**src/rtl/core/zbh_pkg.sv**
```systemverilog
`timescale 1ns / 1ps
// ============================================================================
// zbh_pkg
// Shared types, constants and the key generator step of the board hasher.
// ============================================================================
package zbh_pkg;

    // board geometry
    localparam int BOARD_WORDS   = 7;
    localparam int WORD_CNT_W    = (BOARD_WORDS > 1) ? $clog2(BOARD_WORDS) : 1;
    localparam int WORD_W        = 64;
    localparam int BIT_W         = $clog2(WORD_W);
    localparam logic [BIT_W-1:0] BIT_LAST = BIT_W'(WORD_W - 1);
    localparam logic [WORD_CNT_W-1:0] WORD_LAST = WORD_CNT_W'(BOARD_WORDS - 1);

    // key generator
    localparam logic [63:0] KEY_SEED_RST = 64'h1234_5678_9ABC_DEF0;
    localparam logic [63:0] KEY_MULT     = 64'd2685821657736338717;
    localparam logic [31:0] KEY_MULT_LO  = KEY_MULT[31:0];
    localparam logic [31:0] KEY_MULT_HI  = KEY_MULT[63:32];
    localparam int          XS_SHIFT_A   = 12;
    localparam int          XS_SHIFT_B   = 25;
    localparam int          XS_SHIFT_C   = 27;

    // what the key of the current generator step belongs to
    typedef enum logic [2:0] {
        ROLE_RED     = 3'd0,
        ROLE_BLACK   = 3'd1,
        ROLE_TILE    = 3'd2,
        ROLE_PHASE0  = 3'd3,
        ROLE_PHASE1  = 3'd4,
        ROLE_PLAYER0 = 3'd5,
        ROLE_PLAYER1 = 3'd6
    } t_key_role;

    typedef struct packed {
        logic             capture;    // latch the input item
        logic             seed_load;  // restart generator, clear hash
        logic             step;       // one generator step, key into pipeline
        logic             load_out;   // copy hash into output register
        t_key_role        role;
        logic [BIT_W-1:0] bit_idx;
    } t_dp_cmd;

    typedef struct packed {
        logic pipe_busy;              // keys still in the multiply pipeline
    } t_dp_status;

    // xorshift state update
    function automatic logic [63:0] xs_next(input logic [63:0] s);
        logic [63:0] t;
        t = s ^ (s >> XS_SHIFT_A);
        t = t ^ (t << XS_SHIFT_B);
        t = t ^ (t >> XS_SHIFT_C);
        return t;
    endfunction

endpackage

```
**src/rtl/core/zbh_ctrl.sv**
```systemverilog
`timescale 1ns / 1ps
// ============================================================================
// zbh_ctrl
// Sequencer: walks the key steps of a word and handles the item handshakes.
// ============================================================================
module zbh_ctrl
    import zbh_pkg::*;
(
    input  logic       i_clk,
    input  logic       i_rst_n,
    input  logic       i_in_valid,
    output logic       o_in_stall,
    output logic       o_out_valid,
    input  logic       i_out_stall,
    input  t_dp_status i_status,
    output t_dp_cmd    o_cmd
);

    typedef enum logic [3:0] {
        ST_IDLE  = 4'b0001,
        ST_BITS  = 4'b0010,
        ST_EXTRA = 4'b0100,
        ST_DRAIN = 4'b1000
    } t_state;

    t_state                r_state,    n_state;
    logic [BIT_W-1:0]      r_bit,      n_bit;
    t_key_role             r_role,     n_role;
    logic [WORD_CNT_W-1:0] r_word_cnt, n_word_cnt;
    logic                  r_out_valid, n_out_valid;
    logic                  w_out_free;

    assign w_out_free = !r_out_valid || !i_out_stall;

    always_comb begin
        n_state     = r_state;
        n_bit       = r_bit;
        n_role      = r_role;
        n_word_cnt  = r_word_cnt;
        n_out_valid = r_out_valid && i_out_stall;
        o_cmd           = '0;
        o_cmd.role      = r_role;
        o_cmd.bit_idx   = r_bit;
        case (r_state)
            ST_IDLE: begin
                if (i_in_valid) begin
                    o_cmd.capture   = 1'b1;
                    o_cmd.seed_load = (r_word_cnt == '0);
                    n_bit   = '0;
                    n_role  = ROLE_RED;
                    n_state = ST_BITS;
                end
            end
            ST_BITS: begin
                o_cmd.step = 1'b1;
                case (r_role)
                    ROLE_RED:   n_role = ROLE_BLACK;
                    ROLE_BLACK: n_role = ROLE_TILE;
                    default: begin
                        n_role = ROLE_RED;
                        n_bit  = r_bit + 1'b1;
                        if (r_bit == BIT_LAST) begin
                            if (r_word_cnt == WORD_LAST) begin
                                n_word_cnt = '0;
                                n_role     = ROLE_PHASE0;
                                n_state    = ST_EXTRA;
                            end else begin
                                n_word_cnt = r_word_cnt + 1'b1;
                                n_state    = ST_IDLE;
                            end
                        end
                    end
                endcase
            end
            ST_EXTRA: begin
                o_cmd.step = 1'b1;
                case (r_role)
                    ROLE_PHASE0:  n_role = ROLE_PHASE1;
                    ROLE_PHASE1:  n_role = ROLE_PLAYER0;
                    ROLE_PLAYER0: n_role = ROLE_PLAYER1;
                    default:      n_state = ST_DRAIN;
                endcase
            end
            ST_DRAIN: begin
                if (!i_status.pipe_busy && w_out_free) begin
                    o_cmd.load_out = 1'b1;
                    n_out_valid    = 1'b1;
                    n_state        = ST_IDLE;
                end
            end
            default: n_state = ST_IDLE;
        endcase
    end

    always_ff @(posedge i_clk) begin
        if (!i_rst_n) begin
            r_state     <= ST_IDLE;
            r_bit       <= '0;
            r_role      <= ROLE_RED;
            r_word_cnt  <= '0;
            r_out_valid <= 1'b0;
        end else begin
            r_state     <= n_state;
            r_bit       <= n_bit;
            r_role      <= n_role;
            r_word_cnt  <= n_word_cnt;
            r_out_valid <= n_out_valid;
        end
    end

    assign o_in_stall  = (r_state != ST_IDLE);
    assign o_out_valid = r_out_valid;

endmodule

```
**src/rtl/core/zbh_datapath.sv**
```systemverilog
`timescale 1ns / 1ps
// ============================================================================
// zbh_datapath
// Key generator, split 64-bit multiply pipeline and hash accumulator.
// ============================================================================
module zbh_datapath
    import zbh_pkg::*;
(
    input  logic        i_clk,
    input  logic        i_rst_n,
    input  logic        i_cfg_valid,
    input  logic [63:0] i_cfg_data,
    input  logic [63:0] i_red_word,
    input  logic [63:0] i_black_word,
    input  logic [63:0] i_tile_word,
    input  logic        i_side_to_move,
    input  logic        i_move_phase,
    input  t_dp_cmd     i_cmd,
    output t_dp_status  o_status,
    output logic [63:0] o_board_hash
);

    logic [63:0] r_key_seed;
    logic [63:0] r_gen;
    logic [63:0] r_red, r_black, r_tile;
    logic        r_side, r_phase;

    // stage 1: generator output and whether its key is used
    logic [63:0] r_s1;
    logic        r_sel1, r_v1;
    // stage 2: partial products of the low 64 bits of s * mult
    logic [63:0] r_p_ll;
    logic [31:0] r_p_hl, r_p_lh;
    logic        r_sel2, r_v2;

    logic [63:0] r_acc;
    logic [63:0] r_hash_out;

    logic [63:0] w_s_next;
    logic        w_sel;
    logic [63:0] w_ll;
    logic [31:0] w_hl, w_lh;
    logic [63:0] w_key;

    assign w_s_next = xs_next(r_gen);

    always_comb begin
        case (i_cmd.role)
            ROLE_RED:     w_sel = r_red[i_cmd.bit_idx];
            ROLE_BLACK:   w_sel = r_black[i_cmd.bit_idx];
            ROLE_TILE:    w_sel = r_tile[i_cmd.bit_idx];
            ROLE_PHASE0:  w_sel = !r_phase;
            ROLE_PHASE1:  w_sel = r_phase;
            ROLE_PLAYER0: w_sel = !r_side;
            ROLE_PLAYER1: w_sel = r_side;
            default:      w_sel = 1'b0;
        endcase
    end

    assign w_ll  = {32'b0, r_s1[31:0]} * {32'b0, KEY_MULT_LO};
    assign w_hl  = r_s1[63:32] * KEY_MULT_LO;
    assign w_lh  = r_s1[31:0] * KEY_MULT_HI;
    assign w_key = {r_p_ll[63:32] + r_p_hl + r_p_lh, r_p_ll[31:0]};

    // control flags and the key seed register
    always_ff @(posedge i_clk) begin
        if (!i_rst_n) begin
            r_key_seed <= KEY_SEED_RST;
            r_v1       <= 1'b0;
            r_v2       <= 1'b0;
        end else begin
            if (i_cfg_valid) begin
                r_key_seed <= i_cfg_data;
            end
            r_v1 <= i_cmd.step;
            r_v2 <= r_v1;
        end
    end

    // payload
    always_ff @(posedge i_clk) begin
        if (i_cmd.capture) begin
            r_red   <= i_red_word;
            r_black <= i_black_word;
            r_tile  <= i_tile_word;
            r_side  <= i_side_to_move;
            r_phase <= i_move_phase;
        end
        if (i_cmd.seed_load) begin
            r_gen <= r_key_seed;
        end else if (i_cmd.step) begin
            r_gen <= w_s_next;
        end
        r_s1   <= w_s_next;
        r_sel1 <= w_sel;
        r_p_ll <= w_ll;
        r_p_hl <= w_hl;
        r_p_lh <= w_lh;
        r_sel2 <= r_sel1;
        if (i_cmd.seed_load) begin
            r_acc <= '0;
        end else if (r_v2 && r_sel2) begin
            r_acc <= r_acc ^ w_key;
        end
        if (i_cmd.load_out) begin
            r_hash_out <= r_acc;
        end
    end

    assign o_status.pipe_busy = r_v1 || r_v2;
    assign o_board_hash       = r_hash_out;

endmodule

```
**src/rtl/core/zobrist_board_hasher.sv**
```systemverilog
`timescale 1ns / 1ps
// ============================================================================
// zobrist_board_hasher
// Zobrist hash of a board that arrives as a sequence of 64-bit board words.
// ============================================================================
// A board is BOARD_WORDS items long; each item carries the red, black and tile
// occupancy bits of one 64-bit word, and the last item of a board also
// carries side_to_move and move_phase. Only the last item gives a result: the
// 64-bit board_hash. Keys come from an xorshift64* generator that restarts
// from key_seed at the first word of each board, and the generator makes one
// key per clock, so a word that is not the last of its board holds the input
// stalled until the red, black and tile keys of all its bits are drawn. The
// last word adds 4 generator steps for the phase and player keys and then
// waits for the multiply pipeline to empty before its hash lands in the
// output register (later only if an earlier hash is still stalled there).
// The output register lets the next board start while a hash waits to be
// taken. A key_seed write takes effect at the next board start.
// ============================================================================
module zobrist_board_hasher
    import zbh_pkg::*;
(
    input  logic        i_clk,
    input  logic        i_rst_n,
    // configuration write: key_seed
    input  logic        i_cfg_valid,
    output logic        o_cfg_ready,
    input  logic [63:0] i_cfg_data,
    // input items
    input  logic        i_in_valid,
    output logic        o_in_stall,
    input  logic [63:0] i_red_word,
    input  logic [63:0] i_black_word,
    input  logic [63:0] i_tile_word,
    input  logic        i_side_to_move,
    input  logic        i_move_phase,
    // result items
    output logic        o_out_valid,
    input  logic        i_out_stall,
    output logic [63:0] o_board_hash
);

    t_dp_cmd    w_cmd;
    t_dp_status w_status;

    // the seed register takes a write in any cycle
    assign o_cfg_ready = 1'b1;

    // sequencer: bit and key-role counters, word count, output handshake
    zbh_ctrl u_ctrl (
        .i_clk       (i_clk),
        .i_rst_n     (i_rst_n),
        .i_in_valid  (i_in_valid),
        .o_in_stall  (o_in_stall),
        .o_out_valid (o_out_valid),
        .i_out_stall (i_out_stall),
        .i_status    (w_status),
        .o_cmd       (w_cmd)
    );

    // generator, key multiply pipeline and hash accumulation
    zbh_datapath u_datapath (
        .i_clk          (i_clk),
        .i_rst_n        (i_rst_n),
        .i_cfg_valid    (i_cfg_valid),
        .i_cfg_data     (i_cfg_data),
        .i_red_word     (i_red_word),
        .i_black_word   (i_black_word),
        .i_tile_word    (i_tile_word),
        .i_side_to_move (i_side_to_move),
        .i_move_phase   (i_move_phase),
        .i_cmd          (w_cmd),
        .o_status       (w_status),
        .o_board_hash   (o_board_hash)
    );

endmodule

```
**config.mk**
```make
export PLATFORM = sky130hd
export DESIGN_NAME = zobrist_board_hasher
export DESIGN_NICKNAME = d
export VERILOG_FILES = /design/src/rtl/core/zbh_pkg.sv /design/src/rtl/core/zbh_ctrl.sv /design/src/rtl/core/zbh_datapath.sv /design/src/rtl/core/zobrist_board_hasher.sv
export SDC_FILE = /design/constraint.sdc
export NUM_CORES = 2
export LEC_CHECK = 0
export CAP_MARGIN = 20
export CELL_PAD_IN_SITES_DETAIL_PLACEMENT = 0
export CELL_PAD_IN_SITES_GLOBAL_PLACEMENT = 1
export CORE_ASPECT_RATIO = 0.6
export CORE_MARGIN = 3
export CORE_UTILIZATION = 48
export DETAILED_ROUTE_END_ITERATION = 8
export DONT_BUFFER_PORTS = 1
export HOLD_SLACK_MARGIN = 0.05
export PLACE_DENSITY = 0.78
export REMOVE_ABC_BUFFERS = 1
export SLEW_MARGIN = 25
export SYNTH_ARGS = -nofsm -noshare
export SYNTH_HDL_FRONTEND = slang
export SYNTH_SLANG_ARGS = --single-unit
```
**constraint.sdc**
```tcl
create_clock -name i_clk -period 7 [get_ports i_clk]
set_clock_uncertainty 0.05 [all_clocks]
set_input_delay 0.35 -clock i_clk [delete_from_list [all_inputs] [get_ports i_clk]]
set_output_delay 0.35 -clock i_clk [all_outputs]
set_load 0.01 [all_outputs]
```
==> metrics list <==
- Synthesized area per cell: 11.3 µm²
- In this run the most critical hold path is launched from i_in_valid.
- The number of failing hold endpoints at the final stage is 0.
- CTS saw 660 sinks.
- Buffers inserted during clock tree synthesis total 68.
- Entering global routing, the biggest net connects 112 pins.
- For this design, the slowest cell found on the critical path is sky130_fd_sc_hd__fa_1.
* Number of instances in the placed design: 7177
* Depth of the worst hold-timing path: 3
- Synthesis inferred 660 register bits.
- Along the worst path, the maximum fanout reaches 3.
- Number of antenna violations at the first check in global routing: 11
* Synth area leader: sky130_fd_sc_hd__fa_1
* Element type at the critical path end: flip-flop
- Sequence of cells on the critical path: inv_4 -> fa_1 -> inv_2 -> fa_1 -> inv_2 -> fa_2 -> fa_1 -> inv_1 -> fa_1 -> fa_2 -> fa_1 -> fa_1 -> ha_4 -> o21a_1 -> o21a_1 -> o22ai_2 -> o21a_4 -> a21oi_4 -> a41o_4 -> nor3_4 -> o31ai_4 -> and4b_2 -> or4_1
- Die Outline Area: 127000 µm²
* I/O Buffers: 0
- Fmax: 0.137 GHz
* Setup repair after global routing missed its margin: true
* Clock slew at the register clock pins of the worst setup and hold paths: 0.06 ns
- H-tree depth: 3
- The floorplan has 98 rows.
- Worst r2r path cells: 23
- Max Cap Violations: 0
- Actual slew at the worst max-slew pin: 1.11 ns
* GRT Overall Usage: 0.289
- Clock tree from TritonCTS: done
* Top cell family by delay on the critical path: adder cells
- Worst hold path type: input port to flip-flop
- The longest clock path from root to sink contains 3 buffers.
* Fin nets: 7878
* Via density: 5.18
- Number of iterations in the first detailed-routing pass: 5
* HPWL after DPL: 149000 µm
- Setup violations remaining at the end of the flow were counted as 13.
- I/O pin count: 330
- In this run the tightest slew margin relative to its limit is 0.255.
- On the worst path, the slowest cell contributes a delay of 0.59 ns.
* Final period utilization: 1.04
- Number of nets with antenna violations after routing: 0
- After detailed routing, the average wire length per cell comes to 23.6 µm.
- Minimum clock period: 7.31 ns
- The first global-routing pass estimated 269000 µm of wire.
* Dominant cell type by count on the critical path: sky130_fd_sc_hd__fa_1
- The critical path contains buffers and inverters numbering 4 combined.
* Violations in the final reports: negative setup slack
- Hold endpoint: u_ctrl.r_bit[1]$_SDFFE_PN0P_
* Area growth, synth to finish: 21.2%
- Post-synth EDFFs: 322
- Core ar.: 120000 µm²
- Fraction of synthesized cell area taken by the top area cell type: 0.284
- At the end of routability-driven placement, the weighted congestion stood at 1.02.
- From bottom edge to top edge, the die measures 277 µm.
* Aggregate global routing overflow: 0
- Sequential area share after synthesis: 0.280
- STA classifies the critical path startpoint as a flip-flop.
- Setup slack on the worst reg-to-reg path comes out at -0.31 ns.
- Die outline width: 457 µm
- CTS placed an instance of sky130_fd_sc_hd__clkbuf_16 at the clock tree root.
* Yosys warning total: 0
- Post-synth cell types: 81
- Post-synthesis instance area: 58700 µm²
- The finished layout holds 7710 standard cells, fillers aside.
- Count of unresolved DRC violations after routing: 0
- Data arrives at the worst endpoint at 7.81 ns.
- The worst setup path is of the flip-flop to flip-flop kind.
- In the synthesized netlist the async set-or-reset flop fraction comes to 0.
- Final number of max-transition violations: 0
- Commonest cells post-synth: 1273 x sky130_fd_sc_hd__inv_1, 834 x sky130_fd_sc_hd__fa_1, 734 x sky130_fd_sc_hd__ha_1
- Once routing completed, OpenROAD measured the worst setup slack at -0.312 ns.
- Worst R2R Start: u_datapath.r_s1[17]$_DFF_P_
- Among all flip-flop cells after synthesis, the most frequent one is sky130_fd_sc_hd__dfxtp_1.
- Starting Density: 0.488
- Detailed-route via count: 39900
* Filler cell count: 9990
- Most area-consuming cells after synthesis: sky130_fd_sc_hd__fa_1 28%, sky130_fd_sc_hd__edfxtp_1 16%, sky130_fd_sc_hd__ha_1 16%, sky130_fd_sc_hd__dfxtp_1 12%, sky130_fd_sc_hd__inv_1 8.1%
- After the first detailed-routing iteration, the DRC count stood at 3254.
- Of the cells placed in the final design, the portion with a size suffix greater than 1 is 0.140.
- For the worst setup path, the data required time is 7.50 ns.
* Via count of the first global-routing pass: 41700
- Yosys instantiated no cell more often than sky130_fd_sc_hd__inv_1.
- For the worst-skew pair, the clock arrives at the later sink with an insertion delay of 0.70 ns.
- The worst register-to-register path ends at u_datapath.r_p_ll[61]$_DFF_P_.
- Tracing the worst setup path back leads to its startpoint at u_datapath.r_s1[17]$_DFF_P_.
- Result of the run: complete, but fails checks
* Instance count of the mapped netlist: 5208
- Total detailed-routing wirelength: 182000 µm
cell families after synthesis:
family	Yosys count	synth area share
compound gates	438	0.0488
xor+xnor	365	0.0545
fa+ha+maj	1568	0.441
buf+inv	1351	0.0868
simple gates	696	0.0535
flops	660	0.280
other cells	1	0.0000639
mux	129	0.0355
layer usage:
layer	vias up	wire [µm]	global-route usage
met5	-	365	0.0191
met4	10	3580	0.0578
met3	196	21600	0.126
met2	1408	73800	0.397
met1	20100	82700	0.421
li1	18200	-	-
final cells by class:
type,instances,area (µm²),share of cell area
Clock buffer,90,1950,0.0275
Clock inverter,36,462,0.00649
Sequential cell,660,16500,0.232
Timing Repair Buffer,847,7530,0.106
Antenna cell,7,17.5,0.000246
Tap cell,1600,2000,0.0282
Inverter,1273,4790,0.0673
Multi-Input combinational cell,3197,37900,0.533
worst min-delay path, cell delays in order:
cell and delay (ns):
sky130_fd_sc_hd__nand2_1 0.22, sky130_fd_sc_hd__nand3_1 0.18, sky130_fd_sc_hd__a21boi_0 0.08
through the flow:
stage | setup slack [ns] | cell area [µm²] | utilization | TNS (ns) | hold WS (ns)
after floorplan | -3.52 | 58400 | - | -420.72 | 0.260
after global placement | -0.624 | 63900 | 0.532 | -5.96 | 0.267
after detailed placement | -0.728 | 63900 | 0.532 | -8.46 | 0.262
after CTS | -0.236 | 70500 | 0.587 | -1.10 | 0.0643
after global routing | -0.458 | 71100 | 0.592 | -4.49 | 0.131
final | -0.312 | 71100 | 0.592 | -1.85 | 0.132
timing repair:
| action | 4_1_cts | 5_1_grt |
|---|---|---|
| hold endpoints to repair | 278 | 0 |
| hold buffers | 369 | 0 |
| buffers inserted | 19 | 24 |
| resized for setup | 97 | 130 |
| endpoints found under the setup margin | 29 | 38 |
| pin swaps | 64 | 117 |
state kept, by name, indices dropped and copies added (netlist names), 61 cells and up:
signal                   count
u_datapath.r_black          64
u_datapath.r_gen            64
u_datapath.r_key_seed       64
u_datapath.r_acc            64
u_datapath.r_tile           64
u_datapath.o_board_hash     64
u_datapath.r_red            64
u_datapath.r_p_ll           61
u_datapath.r_s1             64
placed cells by master, fill, tap and decap left out, types with 130 or more instances in the layout:
| cell type | n |
|---|---|
| sky130_fd_sc_hd__buf_4 | 445 |
| sky130_fd_sc_hd__a21oi_1 | 130 |
| sky130_fd_sc_hd__xnor2_1 | 208 |
| sky130_fd_sc_hd__ha_1 | 721 |
| sky130_fd_sc_hd__inv_1 | 1245 |
| sky130_fd_sc_hd__nand2_1 | 204 |
| sky130_fd_sc_hd__dfxtp_1 | 313 |
| sky130_fd_sc_hd__dlygate4sd3_1 | 368 |
| sky130_fd_sc_hd__fa_1 | 806 |
| sky130_fd_sc_hd__xor2_1 | 147 |
| sky130_fd_sc_hd__edfxtp_1 | 322 |
| sky130_fd_sc_hd__nor2_1 | 260 |
worst max-delay path by stage:
stage	to	depth (start not counted)
after detailed placement	u_datapath.r_p_ll[62]$_DFF_P_	25
after CTS	u_datapath.r_p_ll[61]$_DFF_P_	24
after floorplan	u_datapath.r_acc[63]$_SDFFE_PP0P_	5
after global routing	u_datapath.r_p_ll[45]$_DFF_P_	29
final	u_datapath.r_p_ll[61]$_DFF_P_	23
after global placement	u_datapath.r_p_ll[62]$_DFF_P_	25
Power is left out: the tool's default activity adds up to more than one toggle a clock period on the data nets, which glitch-free logic cannot reach.
